`src/design/mioi_pkg.sv`:
```
package mioi_pkg;

  localparam int DEFAULT_DEPTH = 16;

  localparam int POS_W   = 48;
  localparam int IV_W    = 32;
  localparam int TEMPO_W = 18;
  localparam int CONF_W  = 17;
  localparam int SPB_W   = 32;
  localparam int RATE_W  = 18;
  localparam int AR_W    = 17;
  localparam int HL_W    = 5;
  localparam int DIV_W   = 64;
  localparam int MED_W   = IV_W + 1;
  localparam int ACC_W   = 63;

  localparam int IN_TDATA_W  = 48;
  localparam int OUT_TDATA_W = 72;
  localparam int APB_AW      = 5;
  localparam int APB_DW      = 32;

  localparam logic [RATE_W-1:0]  RATE_RST    = 18'd48000;
  localparam logic [TEMPO_W-1:0] MIN_RST     = 18'd15360;
  localparam logic [TEMPO_W-1:0] MAX_RST     = 18'd51200;
  localparam logic [AR_W-1:0]    AR_RST      = 17'd6554;
  localparam logic [HL_W-1:0]    HL_RST      = 5'd16;
  localparam logic [TEMPO_W-1:0] TEMPO_RST   = 18'd30720;
  localparam logic [AR_W-1:0]    AR_ONE      = 17'd65536;
  localparam logic [DIV_W-1:0]   EST_K       = 64'd30720;
  localparam logic [DIV_W-1:0]   SPB_K       = 64'd15360;
  localparam logic [ACC_W-1:0]   SQ_CAP      = 63'd4611686018427387904;
  localparam logic [ACC_W-1:0]   SQ_CAP_DIV10 = SQ_CAP / 10;
  localparam logic [DIV_W-1:0]   HALF_ROUND  = 64'd32768;

  typedef enum logic [2:0] {
    REG_SAMPLE_RATE = 3'd0,
    REG_MIN_TEMPO   = 3'd1,
    REG_MAX_TEMPO   = 3'd2,
    REG_ADAPT_RATE  = 3'd3,
    REG_HIST_LEN    = 3'd4
  } reg_idx_e;

  typedef enum logic [3:0] {
    ST_IDLE,
    ST_LOAD,
    ST_FEED,
    ST_FLUSH,
    ST_DRAIN,
    ST_MED,
    ST_EST,
    ST_BLEND1,
    ST_BLEND2,
    ST_VAR,
    ST_CONF1,
    ST_CONF2,
    ST_CONFDIV,
    ST_SPB,
    ST_SPBDIV,
    ST_OUT
  } state_e;

  typedef struct packed {
    logic clr;
    logic shift;
  } cell_ctrl_t;

endpackage

```
`src/design/mioi_cell.sv`:
```
module mioi_cell
  import mioi_pkg::*;
(
  input  logic            clk_i,
  input  logic            rst_ni,
  input  cell_ctrl_t      ctrl_i,
  input  logic [IV_W-1:0] in_val_i,
  input  logic            in_vld_i,
  input  logic [IV_W-1:0] next_val_i,
  output logic [IV_W-1:0] val_o,
  output logic [IV_W-1:0] pass_val_o,
  output logic            pass_vld_o
);

  logic            full_q, full_d;
  logic            pvld_q, pvld_d;
  logic [IV_W-1:0] val_q, val_d;
  logic [IV_W-1:0] pval_q, pval_d;

  always_comb begin
    full_d = full_q;
    pvld_d = 1'b0;
    val_d  = val_q;
    pval_d = pval_q;
    if (ctrl_i.clr) begin
      full_d = 1'b0;
    end else if (ctrl_i.shift) begin
      val_d = next_val_i;
    end else if (in_vld_i) begin
      if (!full_q) begin
        val_d  = in_val_i;
        full_d = 1'b1;
      end else if (in_val_i < val_q) begin
        val_d  = in_val_i;
        pval_d = val_q;
        pvld_d = 1'b1;
      end else begin
        pval_d = in_val_i;
        pvld_d = 1'b1;
      end
    end
  end

  always_ff @(posedge clk_i or negedge rst_ni) begin
    if (!rst_ni) begin
      full_q <= 1'b0;
      pvld_q <= 1'b0;
    end else begin
      full_q <= full_d;
      pvld_q <= pvld_d;
    end
  end

  always_ff @(posedge clk_i) begin
    val_q  <= val_d;
    pval_q <= pval_d;
  end

  assign val_o      = val_q;
  assign pass_val_o = pval_q;
  assign pass_vld_o = pvld_q;

endmodule

```
`config.mk`:
```
export PLATFORM = sky130hd
export DESIGN_NAME = mioi_cell
export DESIGN_NICKNAME = d
export VERILOG_FILES = /design/src/design/mioi_pkg.sv /design/src/design/mioi_cell.sv
export SDC_FILE = /design/constraint.sdc
export NUM_CORES = 1
export LEC_CHECK = 0
export ABC_AREA = 0
export BUFFER_PORTS_ARGS = -buffer_cell sky130_fd_sc_hd__buf_2
export CAP_MARGIN = 20
export CORE_MARGIN = 5
export CORE_UTILIZATION = 35
export CTS_CLUSTER_DIAMETER = 120
export DETAILED_ROUTE_END_ITERATION = 12
export SYNTH_ARGS = -nofsm -noshare
export SYNTH_HDL_FRONTEND = slang
export SYNTH_SLANG_ARGS = --single-unit
```
`constraint.sdc`:
```
create_clock -name clk_i -period 7.7 [get_ports clk_i]
set_input_delay 1.155 -clock clk_i [delete_from_list [all_inputs] [get_ports clk_i]]
set_output_delay 1.155 -clock clk_i [all_outputs]
set_load 0.02 [all_outputs]
```
# == Word level (Yosys, flattened, before mapping) ==
# Cells that the tools add are included.
# op_classes
bitwise,2
reduce_logical,5
n_eq_ne,2
mux,12
magnitude_cmp,1
# ops
cell,n
$mux W32,5
$lt A32 B32 Y1,1
$mux W1,7
$reduce_and A4 Y1,1
$reduce_bool A2 Y1,2
$ne A3 B2 Y1 const B,1
$reduce_and A3 Y1,1
$ne A2 B1 Y1 const B,1
$not A1 Y1,2
$reduce_and A2 Y1,1
# totals
word_cells,26
inputBits,69
register_bits,66

# == Longest topological paths before layout ==
# Gate-level depths: netlist of run 1.
# depth
word_depth,5
depth_mapped,9
mapped_depth_nobuf,8

# == Least setup slack after synthesis of run 1 ==
# No wires, ideal clock.
# synth_path
path_type,input to register
start,input in_val_i[7]
end,"register val_q[0], in the netlist val_o[0], enable pin"
t_required_ns,7.076
slack_ns,3.783
t_arrival_ns,3.293
n_path_buf,0
cell_stages,6
path_cell_list,ha_1 -> nand4_1 -> o311a_1 -> o41ai_2 -> a211o_1 -> o221ai_1
# synth_between
elab_chain_cells,3
# synth_rtl
element,line_no,rtl
"start, declared",mioi_cell.sv:7,"input logic [IV_W-1:0] in_val_i,"
$lt A32 B32 Y1,mioi_cell.sv:33,end else if (in_val_i < val_q) begin
$ne A3 B2 Y1 (no source line),--,
$reduce_and A3 Y1 (no source line),--,
"end signal, assigned",mioi_cell.sv:55,val_q <= val_d;
"end, declared",mioi_cell.sv:17,"logic [IV_W-1:0] val_q, val_d;"
# No other way between the ends.
# A chain may end at the register's enable or synchronous reset.

# == Final worst setup path of run 1 ==
# layout_path
start,input in_val_i[2]
end,"register pval_q[31], in the netlist pass_val_o[31] (data pin)"
# layout_between
elab_chain_cells,2
# layout_rtl
element,line_no,rtl
$lt A32 B32 Y1,mioi_cell.sv:33,
$mux W32,mioi_cell.sv:33,
"end signal, assigned",mioi_cell.sv:56,pval_q <= pval_d;
"end, declared",mioi_cell.sv:18,"logic [IV_W-1:0] pval_q, pval_d;"
# No other way between the ends.

==> impl_metrics.ini, run 1 <==
[floorplan]
core-area_um2 = 10300
row_count = 37
start_util_pct = 35.9
ios = 134
die_height_um = 113
die-area_um2 = 12700
die_width_um = 113

[final_layout]
drive_above_1_share_pct = 54.3
final_nets = 495
layout_commonest_cell = buf_2
diodes = 0
final_cell_mix = buf_2, edfxtp_1, mux2_2
syn_to_final_growth_pct = 28.8

[timing]
worstMarginPinSlew_ns = 0.824
drv_slew = 0
clock.fmax_ghz = 0.302
finalCritPeriodShare_pct = 43.0
setup_viol = 0
fin_ws_ns = 4.39
rsz0062_at_grt = no
hold_viol_final = 0
skew_ns = 0.00572
tns_ns = 0
min_period_ns = 3.31
relSlewSlack_pct = 45.1

[clock_tree]
cts_sinks = 66
clock_latency_ns = 0.34
clockRootBuffer = clkbuf_8
cts_inserted_buffers = 9
ctsLongestPathBuffers = 2
htreeDepth = 3
post_cts_buffers = 0
cts_hold_buf = 0
clk_pin_slew_ns = 0.07
cts_resized = 0
cts_tree = done

[synthesis]
synth_top_family_by_area = multiplexers
yosysSeqAreaShare_pct = 53.5
synth_adder_area_share_pct = 10.5
async_flop_share_pct = 3.03
synth-seq-cells = 66
synth.avg_cell_area_um2 = 14.4
synth-warning-count = 0
synth_compound_area_share_pct = 4.99
synth_fp_nets = 356
syn-cell-area_um2 = 3690
yosysUniqueCellTypes = 28
synth-simple-area-share_pct = 3.70
synth_edf_count = 64
synth_cells = 256
synth_ff_type = edfxtp_1
synth-xor-area-share_pct = 0
muxShareOfSynthArea_pct = 22.6

[grt]
gr-total-overflow = 0
gr-usage-all-layers_pct = 13.9
grt_pass1_wl_um = 13700
grt_pass1_vias = 2738
grt_max_degree = 34
antenna_found_initial = 0

[routing]
ant_nets = 0
wirelength_um = 8520
drt_iter0_markers = 66
drt-pass1-iter-count = 4
detail_route.vias_per_cell = 4.72
routedWlPerCell_um = 15.9
drc = 0
num_vias = 2529

[placed_design]
portBuffers = 133
post-place-ws_ns = 3.98
dp_hpwl_um = 6450
gp_congestion = 0.730

[power]
power_leakage_nw = 2.19
pwr_density_cell_nw_per_um2 = 214
vdd_drop_max_mv = 0.0897

[worst_setup_path]
cp.required_ns = 7.80
end_kind = flip-flop
r2r_slack_ns = 4.90
cp.arrival_ns = 3.42
worst_r2r_path_depth = 9
path_class = in -> reg
crit_fanout = 32
start_kind = primary input
timing.rr.start = val_o[2]
timing.rr.end = pass_val_o[31]

[hold_path]
hp-class = in -> async

[flow_run]
timing.max_cap.violations = 0

[status]
status = finished, final reports clean
[layer usage]
metal	part of all wire (%)	up-vias	wire length, µm	GRT usage (%)
met3	6.4	18	545	3.50
li1	-	1239	-	-
met5	0	-	0	0
met4	2.9	0	243	7.21
met1	40	1195	3410	15.8
met2	51	77	4320	23.8
[final cells by class]
type	instances	area, µm²
clock buffers	11	131
clock inverters	5	103
fillers	991	5530
inverters	33	124
multi-input cells	150	1570
flip-flops and latches	66	1970
well taps	136	170
repair buffers	135	681
[sequential cells by signal, indices dropped and copies added, names as in the netlist]
| name | count |
|---|---|
| pass_vld_o | 1 |
| pass_val_o | 32 |
| val_o | 32 |
| full_q | 1 |
[worst max-delay path: stages]
cell and delay [ns]:
buf_2 0.12, ha_1 0.30, a211o_1 0.28, a31oi_1 0.15, o311a_1 0.20, o41ai_2 0.12
a21oi_4 0.15, buf_4 0.51, mux2_2 0.40
[power breakdown]
group	switching (mW)	internal, mW	leakage (nW)
registers	0.0139	0.427	0.629
logic	0.114	0.111	1.44
clock network	0.134	0.215	0.114
[how the worst max path moves through the flow]
stage                           start        endpoint  slack, ns  depth (start not counted)
after floorplan           in_val_i[7]        val_o[0]       3.78                          6
after global placement    in_val_i[2]        val_o[4]       4.01                          9
after detailed placement  in_val_i[2]  pass_val_o[31]       3.98                          9
after CTS                 in_val_i[7]        val_o[5]       4.37                          8
after global routing      in_val_i[2]   pass_val_o[0]       4.25                          9
final                     in_val_i[2]  pass_val_o[31]       4.39                          9
[cells by family after synthesis]
group | after synthesis
multiplexers | 64
buffers and inverters | 40
AND/OR/NAND/NOR | 27
flip-flops | 66
AO/OA/AOI/OAI | 28
adder cells (fa/ha/maj) | 31
[stage by stage]
step,area (µm²),instances,power [mW],utilization (%),hold slack [ns]
2_1_floorplan,3690,256,0.608,-,0.492
3_3_place_gp,4510,520,0.672,43.9,0.569
3_5_place_dp,4510,520,0.678,43.9,0.590
4_1_cts,4750,536,1.03,46.2,0.562
5_1_grt,4750,536,1.07,46.2,0.557
6_report,4750,536,1.01,46.2,0.584
[cell usage after synthesis (all sizes together), types with 2 or more instances]
cell type	count	area, µm²
clkbuf	4	15.0
buf	3	33.8
nand2	9	33.8
ha	31	388
o21ai	4	20.0
dfrtp	2	50.1
mux2	64	833
edfxtp	64	1920
a21oi	14	73.8
a211o	2	17.5
nor2	5	18.8
and4	2	17.5
inv	33	124
nand4	6	37.5
nand3	2	10.0
Power figures use the tool's default switching activity.
==> inputs of run 2 (changes only) <==
clock period = 2.71 ns   (was 7.7 ns; I/O delays follow)
==> run 2 against run 1 <==
Non-clock buffer count up 18. Register-to-register slack worse by 4.8 ns. Clock skew up 0.0093 ns. Clock power rose to 2.9 times the previous value. Cell area up 7.6%. Sequential power rose to 2.8 times the previous value. Worst hold slack worse by 0.30 ns. First-iteration DRC count up 36%. Combinational power rose to 3.5 times the previous value. Sequential cell count unchanged.
==> impl_metrics.ini, run 2 (synthesis results as in run 1) <==
[routing]
drt-pass1-iter-count = 4
routedWlPerCell_um = 16.5
drc = 0
wirelength_um = 9130
detail_route.vias_per_cell = 4.72
drt_iter0_markers = 90
ant_nets = 0
num_vias = 2613

[clock_tree]
clockRootBuffer = clkbuf_8
cts_sinks = 66
cts_tree = done
clock_latency_ns = 0.34
htreeDepth = 3
clk_pin_slew_ns = 0.07
cts_inserted_buffers = 9
ctsLongestPathBuffers = 2

[power]
power_leakage_nw = 2.34
vdd_drop_max_mv = 0.294
pwr_density_cell_nw_per_um2 = 595

[worst_setup_path]
end_kind = flip-flop
worst_r2r_path_depth = 10
crit_fanout = 8
cp.required_ns = 2.80
path_class = reg -> reg
start_kind = flip-flop
cp.arrival_ns = 2.73

[floorplan]
ios = 134
core-area_um2 = 10300
row_count = 37
die_width_um = 113
start_util_pct = 35.9
die-area_um2 = 12700
die_height_um = 113

[timing]
relSlewSlack_pct = 67.6
drv_slew = 0
worstMarginPinSlew_ns = 0.486
finalCritPeriodShare_pct = 97.4
fin_ws_ns = 0.0717
skew_ns = 0.0150
clock.fmax_ghz = 0.379
setup_viol = 0
tns_ns = 0
min_period_ns = 2.64
hold_viol_final = 0

[final_layout]
finalNonFillerCells = 554
final_cell_mix = buf_2, edfxtp_1, mux2_2
final_nets = 513
layout_commonest_cell = buf_2
drive_above_1_share_pct = 58.9
diodes = 0
syn_to_final_growth_pct = 38.6
fillers = 927

[status]
status = finished, final reports clean

[placed_design]
post-place-ws_ns = -0.0763
dp.cells = 529
portBuffers = 133
gp_congestion = 0.774
dp_hpwl_um = 6710

[grt]
gr-usage-all-layers_pct = 13.9
grt_max_degree = 33
gr-total-overflow = 0
antenna_found_initial = 0
grt_pass1_vias = 2721
grt_pass1_wl_um = 13600

[hold_path]
whs_path_depth = 2
hp-class = in -> reg

[flow_run]
timing.max_cap.violations = 0
-- run 2: changes by cell type in the layout (fill, tap and decap cells not counted), sizes merged --
| cell | previous run | this run |
|---|---|---|
| buf | 135 | 149 |
| clkbuf | 11 | 14 |
| dlygate4sd3 | 0 | 1 |
-- run 2: timing repair --
action                                  4_1_cts  5_1_grt
hold buffers                                  1        0
hold endpoints to repair                      2        0
setup buffers                                 0        4
resized for setup                             0       17
endpoints found under the setup margin        0       56
-- run 2: worst max-delay path, stage by stage (launching register included) --
cell and delay, ns:
edfxtp_1 0.43, inv_1 0.08, ha_1 0.23, a211o_1 0.29
a31oi_1 0.17, o311a_1 0.25, o41ai_4 0.10, a21oi_4 0.24
buf_12 0.16, buf_6 0.16, mux2_4 0.30
-- run 2: worst paths after layout --
check,slack [ns],from,end
worst max-delay path,0.07,val_o[2],pass_val_o[14]
worst min-delay path,0.29,ctrl_i[1],full_q
worst max register to register,0.07,val_o[2],pass_val_o[14]
worst min register to register,0.60,full_q,full_q
max in group asynchronous,2.21,rst_ni,full_q
min in group asynchronous,0.40,rst_ni,pass_vld_o
-- run 2: power by group --
part | switching, mW | total, mW | internal, mW
clock | 0.388 | 0.999 | 0.611
sequential | 0.0410 | 1.25 | 1.21
combinational | 0.369 | 0.786 | 0.417
total | 0.798 | 3.04 | 2.24
-- run 2: routing by layer --
| layer | share of wire [%] | GRT usage (%) | vias up |
|---|---|---|---|
| met1 | 43 | 16.4 | 1230 |
| met3 | 7.8 | 5.18 | 6 |
| met4 | 0.94 | 5.05 | 0 |
| li1 | - | - | 1276 |
| met2 | 48 | 23.2 | 101 |
| met5 | 0 | 0 | - |
-- run 2: layout make-up --
cell class / instances / area, µm² / area share [%]
clock buffers: 11 / 131 / 2.57
clock inverters: 5 / 103 / 2.01
inverters: 33 / 124 / 2.42
multi-input cells: 150 / 1660 / 32.5
flip-flops and latches: 66 / 1970 / 38.6
well taps: 136 / 170 / 3.33
repair buffers: 153 / 948 / 18.6
-- run 2: through the flow --
stage | util [%] | cell area, µm² | total power [mW] | hold slack [ns]
floorplan | - | 3690 | 1.73 | 0.111
global placement | 45.1 | 4630 | 1.94 | 0.193
detailed placement | 45.1 | 4630 | 1.96 | 0.199
CTS | 47.4 | 4880 | 2.96 | 0.263
global route | 49.7 | 5110 | 3.19 | 0.277
finish | 49.7 | 5110 | 3.04 | 0.286
