==> src/design/mioi_pkg.sv <==
package mioi_pkg;

  localparam int DEFAULT_DEPTH = 16;

  localparam int POS_W   = 48;
  localparam int IV_W    = 32;
  localparam int TEMPO_W = 18;
  localparam int CONF_W  = 17;
  localparam int SPB_W   = 32;
  localparam int RATE_W  = 18;
  localparam int AR_W    = 17;
  localparam int HL_W    = 5;
  localparam int DIV_W   = 64;
  localparam int MED_W   = IV_W + 1;
  localparam int ACC_W   = 63;

  localparam int IN_TDATA_W  = 48;
  localparam int OUT_TDATA_W = 72;
  localparam int APB_AW      = 5;
  localparam int APB_DW      = 32;

  localparam logic [RATE_W-1:0]  RATE_RST    = 18'd48000;
  localparam logic [TEMPO_W-1:0] MIN_RST     = 18'd15360;
  localparam logic [TEMPO_W-1:0] MAX_RST     = 18'd51200;
  localparam logic [AR_W-1:0]    AR_RST      = 17'd6554;
  localparam logic [HL_W-1:0]    HL_RST      = 5'd16;
  localparam logic [TEMPO_W-1:0] TEMPO_RST   = 18'd30720;
  localparam logic [AR_W-1:0]    AR_ONE      = 17'd65536;
  localparam logic [DIV_W-1:0]   EST_K       = 64'd30720;
  localparam logic [DIV_W-1:0]   SPB_K       = 64'd15360;
  localparam logic [ACC_W-1:0]   SQ_CAP      = 63'd4611686018427387904;
  localparam logic [ACC_W-1:0]   SQ_CAP_DIV10 = SQ_CAP / 10;
  localparam logic [DIV_W-1:0]   HALF_ROUND  = 64'd32768;

  typedef enum logic [2:0] {
    REG_SAMPLE_RATE = 3'd0,
    REG_MIN_TEMPO   = 3'd1,
    REG_MAX_TEMPO   = 3'd2,
    REG_ADAPT_RATE  = 3'd3,
    REG_HIST_LEN    = 3'd4
  } reg_idx_e;

  typedef enum logic [3:0] {
    ST_IDLE,
    ST_LOAD,
    ST_FEED,
    ST_FLUSH,
    ST_DRAIN,
    ST_MED,
    ST_EST,
    ST_BLEND1,
    ST_BLEND2,
    ST_VAR,
    ST_CONF1,
    ST_CONF2,
    ST_CONFDIV,
    ST_SPB,
    ST_SPBDIV,
    ST_OUT
  } state_e;

  typedef struct packed {
    logic clr;
    logic shift;
  } cell_ctrl_t;

endpackage

==> src/design/mioi_div.sv <==
module mioi_div
  import mioi_pkg::*;
(
  input  logic             clk_i,
  input  logic             rst_ni,
  input  logic             start_i,
  input  logic [DIV_W-1:0] num_i,
  input  logic [DIV_W-1:0] den_i,
  output logic             done_o,
  output logic [DIV_W-1:0] quo_o
);

  localparam int CNT_W = $clog2(DIV_W);

  logic             busy_q, busy_d;
  logic             done_q, done_d;
  logic [CNT_W-1:0] cnt_q, cnt_d;
  logic [DIV_W-1:0] rem_q, rem_d;
  logic [DIV_W-1:0] quo_q, quo_d;
  logic [DIV_W-1:0] den_q, den_d;
  logic [DIV_W:0]   trial;
  logic             ge;

  always_comb begin
    busy_d = busy_q;
    done_d = 1'b0;
    cnt_d  = cnt_q;
    rem_d  = rem_q;
    quo_d  = quo_q;
    den_d  = den_q;
    trial  = {rem_q, quo_q[DIV_W-1]};
    ge     = trial >= {1'b0, den_q};
    if (start_i) begin
      busy_d = 1'b1;
      cnt_d  = '0;
      rem_d  = '0;
      quo_d  = num_i;
      den_d  = den_i;
    end else if (busy_q) begin
      rem_d = ge ? DIV_W'(trial - {1'b0, den_q}) : trial[DIV_W-1:0];
      quo_d = {quo_q[DIV_W-2:0], ge};
      cnt_d = cnt_q + 1'b1;
      if (cnt_q == CNT_W'(DIV_W - 1)) begin
        busy_d = 1'b0;
        done_d = 1'b1;
      end
    end
  end

  always_ff @(posedge clk_i or negedge rst_ni) begin
    if (!rst_ni) begin
      busy_q <= 1'b0;
      done_q <= 1'b0;
      cnt_q  <= '0;
    end else begin
      busy_q <= busy_d;
      done_q <= done_d;
      cnt_q  <= cnt_d;
    end
  end

  always_ff @(posedge clk_i) begin
    rem_q <= rem_d;
    quo_q <= quo_d;
    den_q <= den_d;
  end

  assign done_o = done_q;
  assign quo_o  = quo_q;

endmodule

==> config.mk <==
export PLATFORM = sky130hd
export DESIGN_NAME = mioi_div
export DESIGN_NICKNAME = d
export VERILOG_FILES = /design/src/design/mioi_pkg.sv /design/src/design/mioi_div.sv
export SDC_FILE = /design/constraint.sdc
export NUM_CORES = 1
export LEC_CHECK = 0
export BUFFER_PORTS_ARGS = -buffer_cell sky130_fd_sc_hd__buf_2
export CAP_MARGIN = 15
export CORE_MARGIN = 2
export CORE_UTILIZATION = 45
export CTS_CLUSTER_DIAMETER = 100
export DETAILED_ROUTE_END_ITERATION = 8
export GPL_TIMING_DRIVEN = 1
export PLACE_DENSITY = 0.66
export SYNTH_ARGS = -nofsm -noshare
export SYNTH_HDL_FRONTEND = slang
export SYNTH_SLANG_ARGS = --single-unit
==> constraint.sdc <==
create_clock -name clk_i -period 9.9 [get_ports clk_i]
set_clock_uncertainty 0.1 [all_clocks]
set_input_delay 1.485 -clock clk_i [delete_from_list [all_inputs] [get_ports clk_i]]
set_output_delay 1.485 -clock clk_i [all_outputs]
set_load 0.01 [all_outputs]
---- After elaboration in Yosys (flattened, before gate mapping) ----
Index checks and enable logic that the tools add are counted.
storage, ports and cells
  flip-flop bits (word level) ............. 200
  input bits .............................. 131
  output and inout bits ................... 65
  word-level logic and storage cells ...... 22
cells by class
  add/subtract/negate cells ............... 2
  order comparisons ....................... 1
  eq/ne operators ......................... 1
  multiplexer cells ....................... 11
  reduce and logical (&&, ||, !) cells .... 1
operator list
  cell                 number
  $mux 64              3
  $ge 65x64->1         1
  $sub 64x64->64       1
  $mux 6               2
  $add 6x1->6 const B  1
  $eq 6x6->1 const B   1
  $mux 1               6
  $reduce_bool 2->1    1

---- Longest topological paths before layout ----
Gate-level depths: netlist of the first run.
  word-level depth ........................ 4
  depth in mapped cells ................... 16
  mapped depth without buffers ............ 13

---- Worst setup path before layout of the first run ----
OpenSTA, ideal clock, no wires.
  path type ............................... input port to flip-flop
  from .................................... in start_i
  to ...................................... reg quo_q[0] (netlist: quo_o[0]), enable pin
  library setup time ...................... 0.418 ns
  arrival time ............................ 3.214 ns
  required time ........................... 9.382 ns
  path slack .............................. 6.168 ns
  stages .................................. 4
  buffers on the path ..................... 2
  path through ............................ clkbuf_1 nor2_1 clkbuf_1 inv_1
on the way
  cells in the longest elaborated chain, start to end .. 1
RTL lines
  what                         line            source
  start: declaration           mioi_div.sv:6   input logic start_i,
  $reduce_bool 2->1 (no line)  -
  end signal: assignment       mioi_div.sv:64  quo_q <= quo_d;
  end: declaration             mioi_div.sv:19  logic [DIV_W-1:0] quo_q, quo_d;
No other way between the ends.
A chain may end at the register's enable or synchronous reset.

---- Worst setup path in the final report of the first run ----
  from .................................... reg den_q[37]
  to ...................................... reg rem_q[50]
on the way
  cells in the longest elaborated chain, start to end .. 2
  elaborated cells on any way between the ends .. 3
  those cells by class .................... 1 x add/sub; 1 x order compare; 1 x mux
RTL lines
  what                                                   line                            source
  start: declaration                                     mioi_div.sv:20                  logic [DIV_W-1:0] den_q, den_d;
  start signal: assignment                               mioi_div.sv:65                  den_q <= den_d;
  $sub 64x64->64 / $ge 65x64->1 (equally long branches)  mioi_div.sv:40, mioi_div.sv:32
  $mux 64 (*)                                            mioi_div.sv:40                  rem_d = ge ? DIV_W'(trial - {1'b0, den_q}) : trial[DIV_W-1:0];
  end signal: assignment                                 mioi_div.sv:63                  rem_q <= rem_d;
  end: declaration                                       mioi_div.sv:18                  logic [DIV_W-1:0] rem_q, rem_d;
Every way passes the cells marked *; elsewhere a longest branch is shown, timed or not.

==> impl_metrics.env, run 1 <==
export IMPL_status="finished clean"
export IMPL_worst_slew_pin_transition_ns=0.9704
export IMPL_syn_inst=1219
export IMPL_cp_data_arrival_time_ns=4.57
export IMPL_required_ns=10.16
export IMPL_wl_met2_um=13560
export IMPL_power_density_mw_per_mm2=143.7
export IMPL_clk_latency_ns=0.45
export IMPL_grt_pass1_wl_um=49060
export IMPL_crit_type="register to register"
export IMPL_finalSetupViolCount=0
export IMPL_critPathMaxFanout=28
export IMPL_multiInputGateArea_mm2=0.005937
export IMPL_via_per_inst=5.563
export IMPL_postCtsSetupBuffers=0
export IMPL_die_area_mm2=0.02756
export IMPL_cts_resized=0
export IMPL_h_tree_depth=4
export IMPL_cts_sinks=200
export IMPL_hp_start="rem_q[28]$_SDFFE_PP0P_"
export IMPL_fp_dieH_um=166
export IMPL_first_global_vias=9630
export IMPL_diodes=0
export IMPL_drt_initial_drc_count=581
export IMPL_synth_ff_type="edfxtp_1"
export IMPL_rsz0062_at_grt="false"
export IMPL_final_common_cell="buf_2"
export IMPL_fin_crit_sh_pct=43.57
export IMPL_track_usage_pct=21.74
export IMPL_synth_seq_cells=200
export IMPL_finalSetupTns_ns=0
export IMPL_nFillCells=2391
export IMPL_syn_area_mm2=0.01181
export IMPL_drt_pass1_iterations=5
export IMPL_wire_per_inst_um=17.05
export IMPL_final_max_slew_viol_count=0
export IMPL_holdPathEnd="rem_q[28]$_SDFFE_PP0P_"
export IMPL_syn_avg_cell_area_um2=9.688
export IMPL_final_cell_mix="buf_2, nand2_1, edfxtp_1"
export IMPL_drive_gt1_share_pct=22.78
export IMPL_routed_wl_um=29510
export IMPL_whs_path_depth=2
export IMPL_hp_class="register to register"
export IMPL_dp_hpwl_um=21610
export IMPL_fin_crit_ns=4.313
export IMPL_ys_seq_area_share_pct=45.09
export IMPL_cts_tree="yes"
export IMPL_clockRootBuffer="clkbuf_16"
export IMPL_gr_total_overflow=0
export IMPL_place_congestion=0.9147
export IMPL_core_mm2=0.02591
export IMPL_slew_headroom_pct=35.30
export IMPL_startpoint_type="register"
export IMPL_ys_async_sr_fraction_pct=4.000
export IMPL_finalPower_w=0.001967
export IMPL_reg2reg_depth=12
export IMPL_drcViolationCount=0
export IMPL_vias=9629
export IMPL_hold_buffers=0
export IMPL_whs_ns=0.3969
export IMPL_synth_enable_flop_cells=128
export IMPL_finalNetCount=1580
export IMPL_maxCapViolCount=0
export IMPL_ant_nets=0
export IMPL_wl_met1_um=13450
export IMPL_io_buffers=195
export IMPL_wl_met3_um=1785
export IMPL_synth_nets=1416
export IMPL_p_leak_nw=5.869
export IMPL_io_pins=196
export IMPL_seqCellArea_mm2=0.005326
export IMPL_r2r_end="rem_q[50]$_SDFFE_PP0P_"
export IMPL_grt_antenna_before_repair=1
export IMPL_cts_buffers=17
export IMPL_topRoutingLayerUsed="met5"
export IMPL_start_util_pct=45.58
export IMPL_r2r_start="den_q[37]$_DFFE_PP_"
export IMPL_die_w_um=166
export IMPL_grt_max_degree=92
export IMPL_peakVddDrop_uv=91.54
export IMPL_max_freq_mhz=231.9
export IMPL_clk_pin_slew_ns=0.08
export IMPL_std_cell_rows=59
export IMPL_clockBufferDepth=2
export IMPL_endpoint_kind="register"
export IMPL_synth_cell_type_count=73
export IMPL_area_delta_synth_final_pct=15.92
export IMPL_hold_viol_final=0
export IMPL_yosysWarnings=0
export IMPL_ff2ff_setup_slack_ns=5.59
-- how the worst max path moves through the flow --
stage	from	endpoint	slack, ns	cells past startpoint
final	den_q[37]$_DFFE_PP_	rem_q[50]$_SDFFE_PP0P_	5.59	12
after global placement	den_q[37]$_DFFE_PP_	rem_q[55]$_SDFFE_PP0P_	5.74	12
after floorplan	start_i	quo_o[0]$_DFFE_PP_	6.17	4
after CTS	den_q[37]$_DFFE_PP_	rem_q[50]$_SDFFE_PP0P_	5.59	12
after detailed placement	den_q[37]$_DFFE_PP_	rem_q[50]$_SDFFE_PP0P_	5.65	12
after global routing	den_q[37]$_DFFE_PP_	rem_q[50]$_SDFFE_PP0P_	5.25	12
-- critical path: stages, from the launching register on --
cell      delay [ns]
edfxtp_1        0.33
inv_1           0.04
ha_1            0.46
and4_4          0.31
nand2_1         0.07
or3_1           0.40
or3_4           0.43
o21ai_2         0.19
a211oi_2        0.17
nor2_4          0.55
buf_4           0.45
nand2_1         0.40
o21ai_0         0.30
-- area by class of cell --
cell class	count	area share (%)
multi-input cells	876	43.37
flip-flops and latches	200	38.91
repair buffers	202	7.558
clock buffers	17	3.107
well taps	335	3.062
inverters	86	2.358
clock inverters	15	1.645
-- power breakdown --
part	switching, W	internal [W]
clock	0.000398	0.000363
sequential	0.0000231	0.000944
combinational	0.000134	0.000106
total	0.000555	0.00141
-- layer usage --
metal	global-route usage, %	vias to the layer above
met1	29.26	4518
met5	0	-
li1	-	4779
met3	4.671	49
met4	6.843	2
met2	35.18	281
-- kinds of logic (layout without fill, tap and decap cells) --
kind of cell               Yosys count  after routing  share of synthesized area [%]
xor gates and xnor gates            57             57                          4.227
adders and majority gates           66             66                          7.056
muxes                               76             76                          7.130
DFF                                200            200                          45.09
buffers and inverters              143            320                          4.683
and+or+nand+nor                    367            367                          14.28
AOI/OAI and AO/OA                  310            310                          17.53
-- metrics by stage --
step | utilization (%) | instance area, µm² | cells | worst slack (ns)
final | 52.84 | 13690 | 1731 | 5.587
after global routing | 52.84 | 13690 | 1731 | 5.245
after CTS | 52.84 | 13690 | 1731 | 5.592
after detailed placement | 50.33 | 13040 | 1699 | 5.648
after global placement | 50.33 | 13040 | 1699 | 5.742
after floorplan | - | 11810 | 1219 | 6.168
-- cells in the mapped netlist, types with 25 or more instances --
library cell | count | area [µm²]
ha_1 | 65 | 813.3
edfxtp_1 | 128 | 3844
xor2_1 | 25 | 219.0
o21ai_0 | 51 | 255.2
mux2_2 | 65 | 732.0
nand2_1 | 159 | 596.8
inv_1 | 83 | 311.6
a311oi_1 | 37 | 324.1
xnor2_1 | 32 | 280.3
clkbuf_1 | 45 | 168.9
dfxtp_1 | 64 | 1281
nor2_1 | 83 | 311.6
a21o_1 | 27 | 202.7
a21oi_1 | 87 | 435.4
-- flip-flops by register name, summed over array words and instances, names as in the netlist --
name    count
busy_q      1
quo_o      64
rem_q      64
done_o      1
den_q      64
cnt_q       6
Note: power is estimated with default switching activity, not from simulation.
==> inputs of run 2 (changes only) <==
PLACE_DENSITY = 0.69   (was 0.66)
clock period = 3.9 ns   (was 9.9 ns; I/O delays follow)
==> run 2 against run 1 <==
  * Utilization up 0.82 points
  * Clock power rose to 2.5 times the previous value
  * Combinational power rose to 2.6 times the previous value
  * Sequential share of layout area down 0.59 points
  * Global-route usage up 0.53 points
  * Clock-buffer cell count unchanged
  * Setup slack worse by 5.4 ns
  * Maximum frequency up 18%
  * Die area unchanged
  * Critical path depth down 1
  * Largest cell class unchanged
==> impl_metrics.env, run 2 (synthesized netlist as in run 1, its figures left out) <==
export IMPL_status="finished clean"
export IMPL_final_max_slew_viol_count=0
export IMPL_critPathMaxFanout=16
export IMPL_fin_crit_ns=3.666
export IMPL_clockBufferDepth=2
export IMPL_maxCapViolCount=0
export IMPL_clk_pin_slew_ns=0.09
export IMPL_final_common_cell="buf_2"
export IMPL_cp_data_arrival_time_ns=3.91
export IMPL_start_util_pct=45.58
export IMPL_slew_headroom_pct=41.38
export IMPL_wire_per_inst_um=17.76
export IMPL_ff2ff_setup_slack_ns=0.23
export IMPL_peakVddDrop_uv=277.9
export IMPL_startpoint_type="register"
export IMPL_dpl_worst_slack_ns=0.2629
export IMPL_worst_slew_pin_transition_ns=0.8794
export IMPL_final_cell_mix="buf_2, nand2_1, edfxtp_1"
export IMPL_ant_nets=0
export IMPL_first_global_vias=9783
export IMPL_place_congestion=0.9181
export IMPL_stdcell_count=1754
export IMPL_area_delta_synth_final_pct=17.71
export IMPL_required_ns=4.14
export IMPL_h_tree_depth=4
export IMPL_fin_ws_ns=0.2339
export IMPL_cts_tree="yes"
export IMPL_drt_initial_drc_count=740
export IMPL_dp_hpwl_um=23120
export IMPL_clk_latency_ns=0.45
export IMPL_hold_viol_final=0
export IMPL_routed_wl_um=31150
export IMPL_dpl_cell_count=1720
export IMPL_hp_class="input pin to register"
export IMPL_std_cell_rows=59
export IMPL_power_density_mw_per_mm2=360.7
export IMPL_vias=9894
export IMPL_cts_buffers=17
export IMPL_grt_antenna_before_repair=1
export IMPL_finalSetupTns_ns=0
export IMPL_drt_pass1_iterations=5
export IMPL_grt_busiest_layer="met2"
export IMPL_endpoint_kind="register"
export IMPL_drive_gt1_share_pct=23.98
export IMPL_grt_max_degree=86
export IMPL_use_met3_pct=4.981
export IMPL_clockRootBuffer="clkbuf_16"
export IMPL_nFillCells=2375
export IMPL_met2_usage_pct=36.69
export IMPL_cts_sinks=200
export IMPL_core_mm2=0.02591
export IMPL_via_per_inst=5.641
export IMPL_gr_total_overflow=0
export IMPL_use_met1_pct=29.38
export IMPL_die_w_um=166
export IMPL_fin_crit_sh_pct=94.00
export IMPL_die_area_mm2=0.02756
export IMPL_finalNetCount=1602
export IMPL_fp_dieH_um=166
export IMPL_crit_type="register to register"
export IMPL_rsz0062_at_grt="false"
export IMPL_drcViolationCount=0
export IMPL_p_leak_nw=5.988
export IMPL_grt_pass1_wl_um=50090
export IMPL_max_freq_mhz=272.8
export IMPL_track_usage_pct=22.27
export IMPL_io_buffers=195
export IMPL_io_pins=196
export IMPL_postCtsSetupBuffers=0
export IMPL_finalSetupViolCount=0
[run 2: changes by cell type in the layout (fill, tap and decap cells not counted), sizes merged]
cell,change
clkinv,+1
diode,+1
inv,-1
buf,+21
dlygate4sd3,+1
[run 2: metal layers]
layer,wire length (µm),part of all wire [%]
met1,14010,45
met2,14490,47
met3,1936,6.2
met4,717,2.3
met5,0,0
[run 2: metrics by stage]
step	hold slack, ns	utilization (%)	total power (W)	cell area (µm²)
after floorplan	0.1894	-	0.002865	11810
after global placement	0.3423	51.03	0.003112	13220
after detailed placement	0.3437	51.03	0.003123	13220
after CTS	0.1898	53.58	0.005059	13880
after global routing	0.1859	53.65	0.005197	13900
final	0.2038	53.65	0.005015	13900
[run 2: power by group]
part	leakage (nW)	internal (W)	total [W]	switching, W
clock	0.313	0.000918	0.00193	0.00102
combinational	3.75	0.000275	0.000623	0.000348
sequential	1.93	0.00240	0.00246	0.0000608
[run 2: final timing paths]
check                                           start                      to  cells past startpoint
max in group asynchronous                      rst_ni        busy_q$_DFF_PN0_                      2
worst max register to register    den_q[36]$_DFFE_PP_  rem_q[37]$_SDFFE_PP0P_                     11
worst min register to register  rem_q[6]$_SDFFE_PP0P_   rem_q[6]$_SDFFE_PP0P_                      2
min in group asynchronous                      rst_ni        done_o$_DFF_PN0_                      2
worst max-delay path              den_q[36]$_DFFE_PP_  rem_q[37]$_SDFFE_PP0P_                     11
worst min-delay path                        den_i[61]     den_q[61]$_DFFE_PP_                      1
[run 2: repair_timing]
item | 4_1_cts | 5_1_grt
hold buffers | 1 | 0
endpoints found under the hold margin | 8 | 0
gates resized for setup | 0 | 3
setup endpoints to repair | 0 | 8
[run 2: critical path, stage by stage (launching register included)]
cell	delay [ns]
edfxtp_1	0.33
inv_1	0.04
ha_1	0.42
and4_4	0.30
nand2_1	0.07
or3_1	0.42
or3_4	0.43
o21ai_2	0.21
a211o_2	0.21
nand2_4	0.15
or4_1	0.59
a311oi_1	0.30
[run 2: final cells by class]
cell class,instances,area [µm²],share of cell area (%)
multi-input cells,876,5949,42.80
inverters,86,322.8,2.322
diodes,1,2.502,0.01800
flip-flops and latches,200,5326,38.31
well taps,335,419.2,3.015
clock buffers,17,425.4,3.060
repair buffers,224,1231,8.856
clock inverters,15,225.2,1.620
==> inputs of run 3 (changes only) <==
CORE_UTILIZATION = 52   (was 45)
PLACE_DENSITY = 0.77   (was 0.69)
==> run 3 against run 2 <==
  * Worst hold slack gained 0.0026 ns
  * Utilization increased by 7.7 points
  * First-iteration DRC count increased by 7.6%
  * Via count rose by 1.0%
  * Sequential share of layout area up 0.37 points
  * Final area decreased by 0.95%
  * Critical path depth grew 1
  * Maximum frequency is 2.2% higher
  * Clock power about the same
  * Sequential cell count unchanged
  * Wire length down 3.7%
  * Cell count shrank 3.3%
==> impl_metrics.env, run 3 (synthesized netlist as in run 1, its figures left out) <==
export IMPL_final_common_cell="buf_2"
export IMPL_finalSetupTns_ns=0
export IMPL_grt_pass1_wl_um=48800
export IMPL_vias=9994
export IMPL_dp_hpwl_um=21840
export IMPL_drcViolationCount=0
export IMPL_finalNetCount=1594
export IMPL_routed_wl_um=30010
export IMPL_grt_antenna_before_repair=1
export IMPL_critPathSlowestCell="or3_4"
export IMPL_hold_viol_final=0
export IMPL_clockRootBuffer="clkbuf_16"
export IMPL_final_max_slew_viol_count=0
export IMPL_clk_pin_slew_ns=0.09
export IMPL_nFillCells=1885
export IMPL_endpoint_kind="register"
export IMPL_place_congestion=0.9306
export IMPL_h_tree_depth=4
export IMPL_slew_headroom_pct=32.72
export IMPL_whs_ns=0.2064
export IMPL_peakVddDrop_uv=310.2
export IMPL_ff2ff_setup_slack_ns=0.31
export IMPL_critPathMaxFanout=16
export IMPL_rsz0062_at_grt="false"
export IMPL_finalSetupViolCount=0
export IMPL_cpLargestDelayFamily="simple AND/OR/NAND/NOR gates"
export IMPL_drt_initial_drc_count=796
export IMPL_postCtsSetupBuffers=0
export IMPL_die_area_mm2=0.02393
export IMPL_area_delta_synth_final_pct=16.59
export IMPL_std_cell_rows=55
export IMPL_gr_total_overflow=0
export IMPL_fin_crit_sh_pct=92.00
export IMPL_wire_per_inst_um=17.69
export IMPL_multiInputGateArea_mm2=0.005937
export IMPL_io_buffers=195
export IMPL_max_freq_mhz=278.7
export IMPL_drive_gt1_share_pct=23.48
export IMPL_via_per_inst=5.893
export IMPL_worst_slew_pin_transition_ns=1.009
export IMPL_drt_pass1_iterations=5
export IMPL_ant_nets=0
export IMPL_clk_latency_ns=0.45
export IMPL_hp_start="den_i[15]"
export IMPL_track_usage_pct=25.40
export IMPL_required_ns=4.08
export IMPL_io_pins=196
export IMPL_seqCellArea_mm2=0.005326
export IMPL_holdPathEnd="den_q[15]$_DFFE_PP_"
export IMPL_cts_buffers=17
export IMPL_cp_cell_sequence="inv_1 > ha_1 > and4_4 > nand2_1 > or3_1 > or3_4 > o21ai_2 > a211oi_2 > nor2_4 > buf_4 > mux2i_1 > a211oi_1"
export IMPL_cp_slowest_stage_delay_ns=0.43
export IMPL_power_density_mw_per_mm2=363.5
export IMPL_startpoint_type="register"
export IMPL_hp_class="input pin to register"
export IMPL_r2r_start="den_q[36]$_DFFE_PP_"
export IMPL_grt_max_degree=92
export IMPL_status="finished clean"
export IMPL_first_global_vias=9678
export IMPL_cts_sinks=200
export IMPL_fin_crit_ns=3.588
export IMPL_clockBufferDepth=2
export IMPL_crit_type="register to register"
export IMPL_path_buf_inv=2
export IMPL_die_w_um=154.7
export IMPL_maxCapViolCount=0
export IMPL_reg2reg_depth=12
export IMPL_core_mm2=0.02243
export IMPL_final_cell_mix="buf_2, nand2_1, edfxtp_1"
export IMPL_fp_dieH_um=154.7
export IMPL_whs_path_depth=1
export IMPL_r2r_end="rem_q[36]$_SDFFE_PP0P_"
export IMPL_cts_tree="yes"
export IMPL_start_util_pct=52.64
export IMPL_cp_data_arrival_time_ns=3.77
export IMPL_p_leak_nw=5.944
## run 3: cell count changes in the layout (fill, tap and decap cells not counted)
cell      before  now
inv_16         1    2
buf_4         25   18
buf_6          2    1
a211oi_1       5    6
inv_8          3    1
inv_6          1    2
a211oi_4       1    0
## run 3: worst reg2reg max path: stages, from the launching register on
cell and delay [ns]:
edfxtp_1 0.34, inv_1 0.05, ha_1 0.41, and4_4 0.29, nand2_1 0.07, or3_1 0.40
or3_4 0.43, o21ai_2 0.19, a211oi_2 0.13, nor2_4 0.37, buf_4 0.34, mux2i_1 0.24
a211oi_1 0.08
## run 3: worst max-delay path by stage
| stage | start | end | slack, ns | cells past startpoint |
|---|---|---|---|---|
| 2_1_floorplan | quo_o[63]$_DFFE_PP_ | rem_q[48]$_SDFFE_PP0P_ | 0.70 | 13 |
| 3_3_place_gp | den_q[36]$_DFFE_PP_ | rem_q[36]$_SDFFE_PP0P_ | 0.47 | 12 |
| 3_5_place_dp | den_q[36]$_DFFE_PP_ | rem_q[36]$_SDFFE_PP0P_ | 0.37 | 12 |
| 4_1_cts | den_q[36]$_DFFE_PP_ | rem_q[36]$_SDFFE_PP0P_ | 0.34 | 12 |
| 5_1_grt | den_q[37]$_DFFE_PP_ | rem_q[36]$_SDFFE_PP0P_ | 0.05 | 13 |
| 6_report | den_q[36]$_DFFE_PP_ | rem_q[36]$_SDFFE_PP0P_ | 0.31 | 12 |
## run 3: layout make-up
class	instances	share of cell area, %
inverter	86	2.344
clock buffer	17	3.089
timing repair buffer	216	8.478
clock inverter	15	1.681
antenna	1	0.01817
sequential	200	38.68
tap	285	2.590
multi-input combinational	876	43.12
## run 3: stage by stage
step / instance area (µm²) / power, W / utilization [%] / worst slack [ns] / std cells
after global placement: 13100 / 0.003094 / 58.39 / 0.4664 / 1662
final: 13770 / 0.005005 / 61.38 / 0.3121 / 1696
after global routing: 13770 / 0.005194 / 61.38 / 0.05365 / 1696
after floorplan: 11810 / 0.002865 / - / 0.7018 / 1219
after CTS: 13770 / 0.005039 / 61.37 / 0.3376 / 1695
after detailed placement: 13100 / 0.003112 / 58.39 / 0.3723 / 1662
## run 3: timing repair
item                      CTS  global route
hold endpoints to repair    8             0
gates resized for setup     0             0
hold buffers                1             0
## run 3: report_power, final
group,internal [W],switching (W)
combinational,0.000271,0.000346
sequential,0.00240,0.0000586
clock,0.000922,0.00101
## run 3: metal layers
layer	wire length, µm	vias up	GRT usage, %	share of wire (%)
met2	14530	388	42.39	48
met3	2043	47	5.464	6.8
li1	-	4806	-	-
met4	677	0	8.510	2.3
met1	12750	4753	32.97	43
met5	0	-	0	0
